$ cat config.mk
export PLATFORM = sky130hd
export DESIGN_NAME = rmd_front
export DESIGN_NICKNAME = d
export VERILOG_FILES = /design/src/hdl/rmd_pkg.sv /design/src/hdl/rmd_front.sv
export SDC_FILE = /design/constraint.sdc
export NUM_CORES = 1
export LEC_CHECK = 0
export BUFFER_PORTS_ARGS = -buffer_cell sky130_fd_sc_hd__buf_4
export CAP_MARGIN = 20
export CORE_AREA = 2 2 61 63
export DETAILED_ROUTE_END_ITERATION = 6
export DIE_AREA = 0 0 63 65
export GPL_ROUTABILITY_DRIVEN = 0
export GPL_TIMING_DRIVEN = 0
export PLACE_DENSITY = 0.78
export SKIP_LAST_GASP = 1
export SYNTH_ARGS = -nofsm -noshare
export SYNTH_HDL_FRONTEND = slang
export SYNTH_SLANG_ARGS = --single-unit
$ cat constraint.sdc
create_clock -name clk -period 6.25 [get_ports clk]
set_input_delay 0.625 -clock clk [delete_from_list [all_inputs] [get_ports clk]]
set_output_delay 0.625 -clock clk [all_outputs]
set_load 0.02 [all_outputs]
$ cat src/hdl/rmd_pkg.sv
// Shared types, constants and round functions for the RIPEMD hash engine.
// No dependencies; used by every module under hdl except rmd_checker.
package rmd_pkg;

  typedef struct packed {
    logic [7:0] data_byte;
    logic       has_byte;
    logic       last;
  } rmd_item_t;

  localparam logic [1:0] VAR_128 = 2'd0;
  localparam logic [1:0] VAR_160 = 2'd1;
  localparam logic [1:0] VAR_256 = 2'd2;
  localparam logic [1:0] VAR_320 = 2'd3;

  localparam logic [7:0] PAD_BYTE = 8'h80;
  localparam logic [5:0] LEN_POS  = 6'd56;
  localparam logic [5:0] BLK_END  = 6'd63;

  localparam logic [31:0] KL [5] = '{32'h00000000, 32'h5a827999, 32'h6ed9eba1,
                                     32'h8f1bbcdc, 32'ha953fd4e};
  localparam logic [31:0] KR5 [5] = '{32'h50a28be6, 32'h5c4dd124, 32'h6d703ef3,
                                      32'h7a6d76e9, 32'h00000000};
  localparam logic [31:0] KR4 [5] = '{32'h50a28be6, 32'h5c4dd124, 32'h6d703ef3,
                                      32'h00000000, 32'h00000000};

  localparam logic [3:0] MSG_L [80] = '{
    4'd0, 4'd1, 4'd2, 4'd3, 4'd4, 4'd5, 4'd6, 4'd7, 4'd8, 4'd9, 4'd10, 4'd11, 4'd12, 4'd13,
    4'd14, 4'd15,
    4'd7, 4'd4, 4'd13, 4'd1, 4'd10, 4'd6, 4'd15, 4'd3, 4'd12, 4'd0, 4'd9, 4'd5, 4'd2, 4'd14,
    4'd11, 4'd8,
    4'd3, 4'd10, 4'd14, 4'd4, 4'd9, 4'd15, 4'd8, 4'd1, 4'd2, 4'd7, 4'd0, 4'd6, 4'd13, 4'd11,
    4'd5, 4'd12,
    4'd1, 4'd9, 4'd11, 4'd10, 4'd0, 4'd8, 4'd12, 4'd4, 4'd13, 4'd3, 4'd7, 4'd15, 4'd14, 4'd5,
    4'd6, 4'd2,
    4'd4, 4'd0, 4'd5, 4'd9, 4'd7, 4'd12, 4'd2, 4'd10, 4'd14, 4'd1, 4'd3, 4'd8, 4'd11, 4'd6,
    4'd15, 4'd13};
  localparam logic [3:0] MSG_R [80] = '{
    4'd5, 4'd14, 4'd7, 4'd0, 4'd9, 4'd2, 4'd11, 4'd4, 4'd13, 4'd6, 4'd15, 4'd8, 4'd1, 4'd10,
    4'd3, 4'd12,
    4'd6, 4'd11, 4'd3, 4'd7, 4'd0, 4'd13, 4'd5, 4'd10, 4'd14, 4'd15, 4'd8, 4'd12, 4'd4, 4'd9,
    4'd1, 4'd2,
    4'd15, 4'd5, 4'd1, 4'd3, 4'd7, 4'd14, 4'd6, 4'd9, 4'd11, 4'd8, 4'd12, 4'd2, 4'd10, 4'd0,
    4'd4, 4'd13,
    4'd8, 4'd6, 4'd4, 4'd1, 4'd3, 4'd11, 4'd15, 4'd0, 4'd5, 4'd12, 4'd2, 4'd13, 4'd9, 4'd7,
    4'd10, 4'd14,
    4'd12, 4'd15, 4'd10, 4'd4, 4'd1, 4'd5, 4'd8, 4'd7, 4'd6, 4'd2, 4'd13, 4'd14, 4'd0, 4'd3,
    4'd9, 4'd11};
  localparam logic [3:0] SH_L [80] = '{
    4'd11, 4'd14, 4'd15, 4'd12, 4'd5, 4'd8, 4'd7, 4'd9, 4'd11, 4'd13, 4'd14, 4'd15, 4'd6,
    4'd7, 4'd9, 4'd8,
    4'd7, 4'd6, 4'd8, 4'd13, 4'd11, 4'd9, 4'd7, 4'd15, 4'd7, 4'd12, 4'd15, 4'd9, 4'd11,
    4'd7, 4'd13, 4'd12,
    4'd11, 4'd13, 4'd6, 4'd7, 4'd14, 4'd9, 4'd13, 4'd15, 4'd14, 4'd8, 4'd13, 4'd6, 4'd5,
    4'd12, 4'd7, 4'd5,
    4'd11, 4'd12, 4'd14, 4'd15, 4'd14, 4'd15, 4'd9, 4'd8, 4'd9, 4'd14, 4'd5, 4'd6, 4'd8,
    4'd6, 4'd5, 4'd12,
    4'd9, 4'd15, 4'd5, 4'd11, 4'd6, 4'd8, 4'd13, 4'd12, 4'd5, 4'd12, 4'd13, 4'd14, 4'd11,
    4'd8, 4'd5, 4'd6};
  localparam logic [3:0] SH_R [80] = '{
    4'd8, 4'd9, 4'd9, 4'd11, 4'd13, 4'd15, 4'd15, 4'd5, 4'd7, 4'd7, 4'd8, 4'd11, 4'd14,
    4'd14, 4'd12, 4'd6,
    4'd9, 4'd13, 4'd15, 4'd7, 4'd12, 4'd8, 4'd9, 4'd11, 4'd7, 4'd7, 4'd12, 4'd7, 4'd6,
    4'd15, 4'd13, 4'd11,
    4'd9, 4'd7, 4'd15, 4'd11, 4'd8, 4'd6, 4'd6, 4'd14, 4'd12, 4'd13, 4'd5, 4'd14, 4'd13,
    4'd13, 4'd7, 4'd5,
    4'd15, 4'd5, 4'd8, 4'd11, 4'd14, 4'd14, 4'd6, 4'd14, 4'd6, 4'd9, 4'd12, 4'd9, 4'd12,
    4'd5, 4'd15, 4'd8,
    4'd8, 4'd5, 4'd12, 4'd9, 4'd12, 4'd5, 4'd14, 4'd6, 4'd8, 4'd13, 4'd6, 4'd5, 4'd15,
    4'd13, 4'd11, 4'd11};

  localparam logic [31:0] IV_TAB [4][10] = '{
    '{32'h67452301, 32'hEFCDAB89, 32'h98BADCFE, 32'h10325476, 32'h0, 32'h0, 32'h0, 32'h0,
      32'h0, 32'h0},
    '{32'h67452301, 32'hEFCDAB89, 32'h98BADCFE, 32'h10325476, 32'hC3D2E1F0, 32'h0, 32'h0,
      32'h0, 32'h0, 32'h0},
    '{32'h67452301, 32'hEFCDAB89, 32'h98BADCFE, 32'h10325476, 32'h76543210, 32'hFEDCBA98,
      32'h89ABCDEF, 32'h01234567, 32'h0, 32'h0},
    '{32'h67452301, 32'hEFCDAB89, 32'h98BADCFE, 32'h10325476, 32'hC3D2E1F0, 32'h76543210,
      32'hFEDCBA98, 32'h89ABCDEF, 32'h01234567, 32'h3C2D1E0F}};

  localparam logic [3:0] WORDS [4] = '{4'd4, 4'd5, 4'd8, 4'd10};
  localparam logic [2:0] SWAP320 [5] = '{3'd1, 3'd3, 3'd0, 3'd2, 3'd4};

  function automatic logic [31:0] rotl(input logic [31:0] x, input logic [4:0] s);
    rotl = (x << s) | (x >> (6'd32 - {1'b0, s}));
  endfunction

  function automatic logic [31:0] boolfn(input logic [2:0] k, input logic [31:0] x,
                                         input logic [31:0] y, input logic [31:0] z);
    case (k)
      3'd0:    boolfn = x ^ y ^ z;
      3'd1:    boolfn = (x & y) | (~x & z);
      3'd2:    boolfn = (x | ~y) ^ z;
      3'd3:    boolfn = (x & z) | (y & ~z);
      default: boolfn = x ^ (y | ~z);
    endcase
  endfunction

endpackage

$ cat src/hdl/rmd_front.sv
// Front end of the RIPEMD engine: input queue that drops items with no work.
// Depends on rmd_pkg.
module rmd_front (
  input  logic              clk,
  input  logic              rst_n,
  input  logic              push,
  output logic              full,
  input  rmd_pkg::rmd_item_t item,
  output logic              q_valid,
  output rmd_pkg::rmd_item_t q_item,
  input  logic              q_pop
);
  import rmd_pkg::*;

  rmd_item_t  fifo_r [4];
  logic [1:0] wp_r, wp_nxt, rp_r, rp_nxt;
  logic [2:0] cnt_r, cnt_nxt;
  logic       wr, rd;

  assign full    = (cnt_r == 3'd4);
  // keep only items that carry a byte or end a message
  assign wr      = push && !full && (item.has_byte || item.last);
  assign rd      = q_pop && (cnt_r != 3'd0);
  assign q_valid = (cnt_r != 3'd0);
  assign q_item  = fifo_r[rp_r];

  always_comb begin
    wp_nxt  = wr ? wp_r + 2'd1 : wp_r;
    rp_nxt  = rd ? rp_r + 2'd1 : rp_r;
    cnt_nxt = cnt_r + {2'd0, wr} - {2'd0, rd};
  end

  always_ff @(posedge clk) begin
    if (!rst_n) begin
      wp_r  <= '0;
      rp_r  <= '0;
      cnt_r <= '0;
    end else begin
      wp_r  <= wp_nxt;
      rp_r  <= rp_nxt;
      cnt_r <= cnt_nxt;
    end
  end

  always_ff @(posedge clk) begin
    if (wr) fifo_r[wp_r] <= item;
  end

endmodule

==> flow_summary.ini <==
[global_route]
antenna_found_initial = 0
grt_max_degree = 15
grt_pass1_wl_microns = 4870
grt_pass1_vias = 1004
gr-usage-all-layers = 0.170
globalRouteOverflowTotal = 0

[power_and_ir_drop]
ir_worst_vdd_uv = 194
p_leak_uw = 0.000792
p_total_uw = 845
power.density_mw_per_mm2 = 377

[floorplanning]
die_w_microns = 63
core_sq_mm = 0.00350
row_count = 22
die_h_microns = 65
ios = 26
start_util = 0.548
die-area_sq_mm = 0.00410

[finish]
fillerInstances = 265
diodes = 0
fin_nets = 152
area_growth_pct = 16.8
final_common_cell = edfxtp_1
layout_common_cells = 40 x edfxtp_1, 26 x buf_4, 10 x mux4_2
final_util = 0.641
final_layout_size_suffix_gt1_frac = 0.356

[synthesis]
yosys_warnings = 0
ys_ff_latch = 49
ys_seq_area_frac = 0.721
yosys.area.top_type = edfxtp_1
async_flop_share = 0
yosys-top-cells-area = edfxtp_1 63%, mux4_2 12%, dfxtp_1 9.4%
postSynthAreaPerCell_sq_um = 19.4
syn_inst = 99
synthFlopType = edfxtp_1
synth_edf_count = 40
synth_cell_types = 21
syn_area_sq_mm = 0.00192
synth_top_area_frac = 0.627
synth_nets = 120

[sta]
period_share = 0.374
fmax_ghz = 0.428
setup_viol = 0
skew_ns = 0.00790
hold_violations = 0
worst_pin_slew_ns = 0.528
fin_setup_tns_ns = 0
rsz0062_at_grt = false
slew_violations = 0
slew_headroom = 0.648
period_minus_slack_ns = 2.34
fin_hold_ws_ns = 0.453

[routing]
wl_microns = 2960
wl_per_cell_microns = 16.4
ant_nets = 0
dr.first_iter.drc_count = 34
avgViaCountPerCell = 5.23
drc = 0
drt_pass1_iterations = 4
vias = 941

[worst_setup_path]
crit_top_cell = inv_1
cp.arrival_ns = 2.61
worstSetupEndpointType = flop
crit_family = adder cells
crit_type = reg -> reg
rrSetupSlack_ns = 3.91
crit_fanout = 6
worst_path_max_delay_cell = dfxtp_1
path_buf_inv = 3
start_kind = flop
max_stage_delay_ns = 0.50
worstPathCellList = nor3b_2 -> nor2_2 -> inv_1 -> ha_1 -> inv_1 -> ha_1 -> inv_1 -> fa_1 -> xnor2_1 -> xnor2_1 -> and2_1
required_ns = 6.53

[cts]
cts_sinks = 49
clk_path_buf_depth = 2
numCtsBuffers = 5
cts_tree = done
postCtsSetupBuffers = 0
clock_latency_ns = 0.36
htree_levels = 2
cts_resized = 0
path_clk_slew_ns = 0.13
cts_root_buffer = clkbuf_4
hold_buffers = 0

[placed_design]
numPortBuffers = 25
dp_hpwl_microns = 2060

[hold_path]
hold_path.class = in -> reg

[status]
status = finished clean

[flow_run]
cap_viol_max_count = 0
## metrics by stage
step	worst slack, ns	std cells	area [sq um]
after floorplan	3.90	99	1920
after global placement	3.69	172	2160
after detailed placement	3.59	172	2160
after CTS	3.90	180	2240
after global routing	3.71	180	2240
final	3.91	180	2240
## registers in the layout, indices dropped and copies added, names as in the netlist, named ones only
name	flops
cnt_r	3
rp_r	2
fifo_r	40
wp_r	2
## path summary, 6_finish.rpt
check,depth (start not counted),startpoint,end
setup / recovery,11,cnt_r[1],cnt_r[2]
hold / removal,1,item[3],fifo_r[3][3]
setup reg to reg,11,cnt_r[1],cnt_r[2]
hold reg to reg,2,wp_r[1],wp_r[1]
## layout make-up
type	instances	area, sq um	share of cell area
buffer	2	12.5	0.00559
clock buffer	6	41.3	0.0184
clock inverter	2	33.8	0.0151
inverter	5	18.8	0.00838
multi-input combinational	43	504	0.225
sequential	49	1380	0.617
tap	48	60.1	0.0268
timing repair buffer	25	188	0.0838
## report_power, final
group	internal, uW	switching, uW	total [uW]
clock network	83.3	92.3	176
logic	132	126	258
registers	389	22.3	411
## cell usage after synthesis (all sizes together) (2+ instances only)
cell / number
nand2: 2
xnor2: 4
inv: 5
dfxtp: 9
nor2b: 3
and2: 7
or3: 2
ha: 6
mux4: 10
o21ai: 2
edfxtp: 40
## cells by family (layout without fill, tap and decap cells)
group           Yosys count  count (layout)  synth area share
flops                    49              49             0.721
compound gates            5               5            0.0189
buf+inv                   7              40            0.0163
mux                      11              11             0.123
fa+ha+maj                 7               7            0.0496
xor+xnor                  4               4            0.0183
simple gates             16              16            0.0535
## layer usage
metal | routed length, microns | up-vias | track usage
li1 | - | 440 | -
met1 | 1240 | 474 | 0.200
met2 | 1530 | 21 | 0.285
met3 | 126 | 6 | 0.0434
met4 | 65 | 0 | 0.100
met5 | 0 | - | 0
No activity file was read; power rests on OpenSTA's default activity.
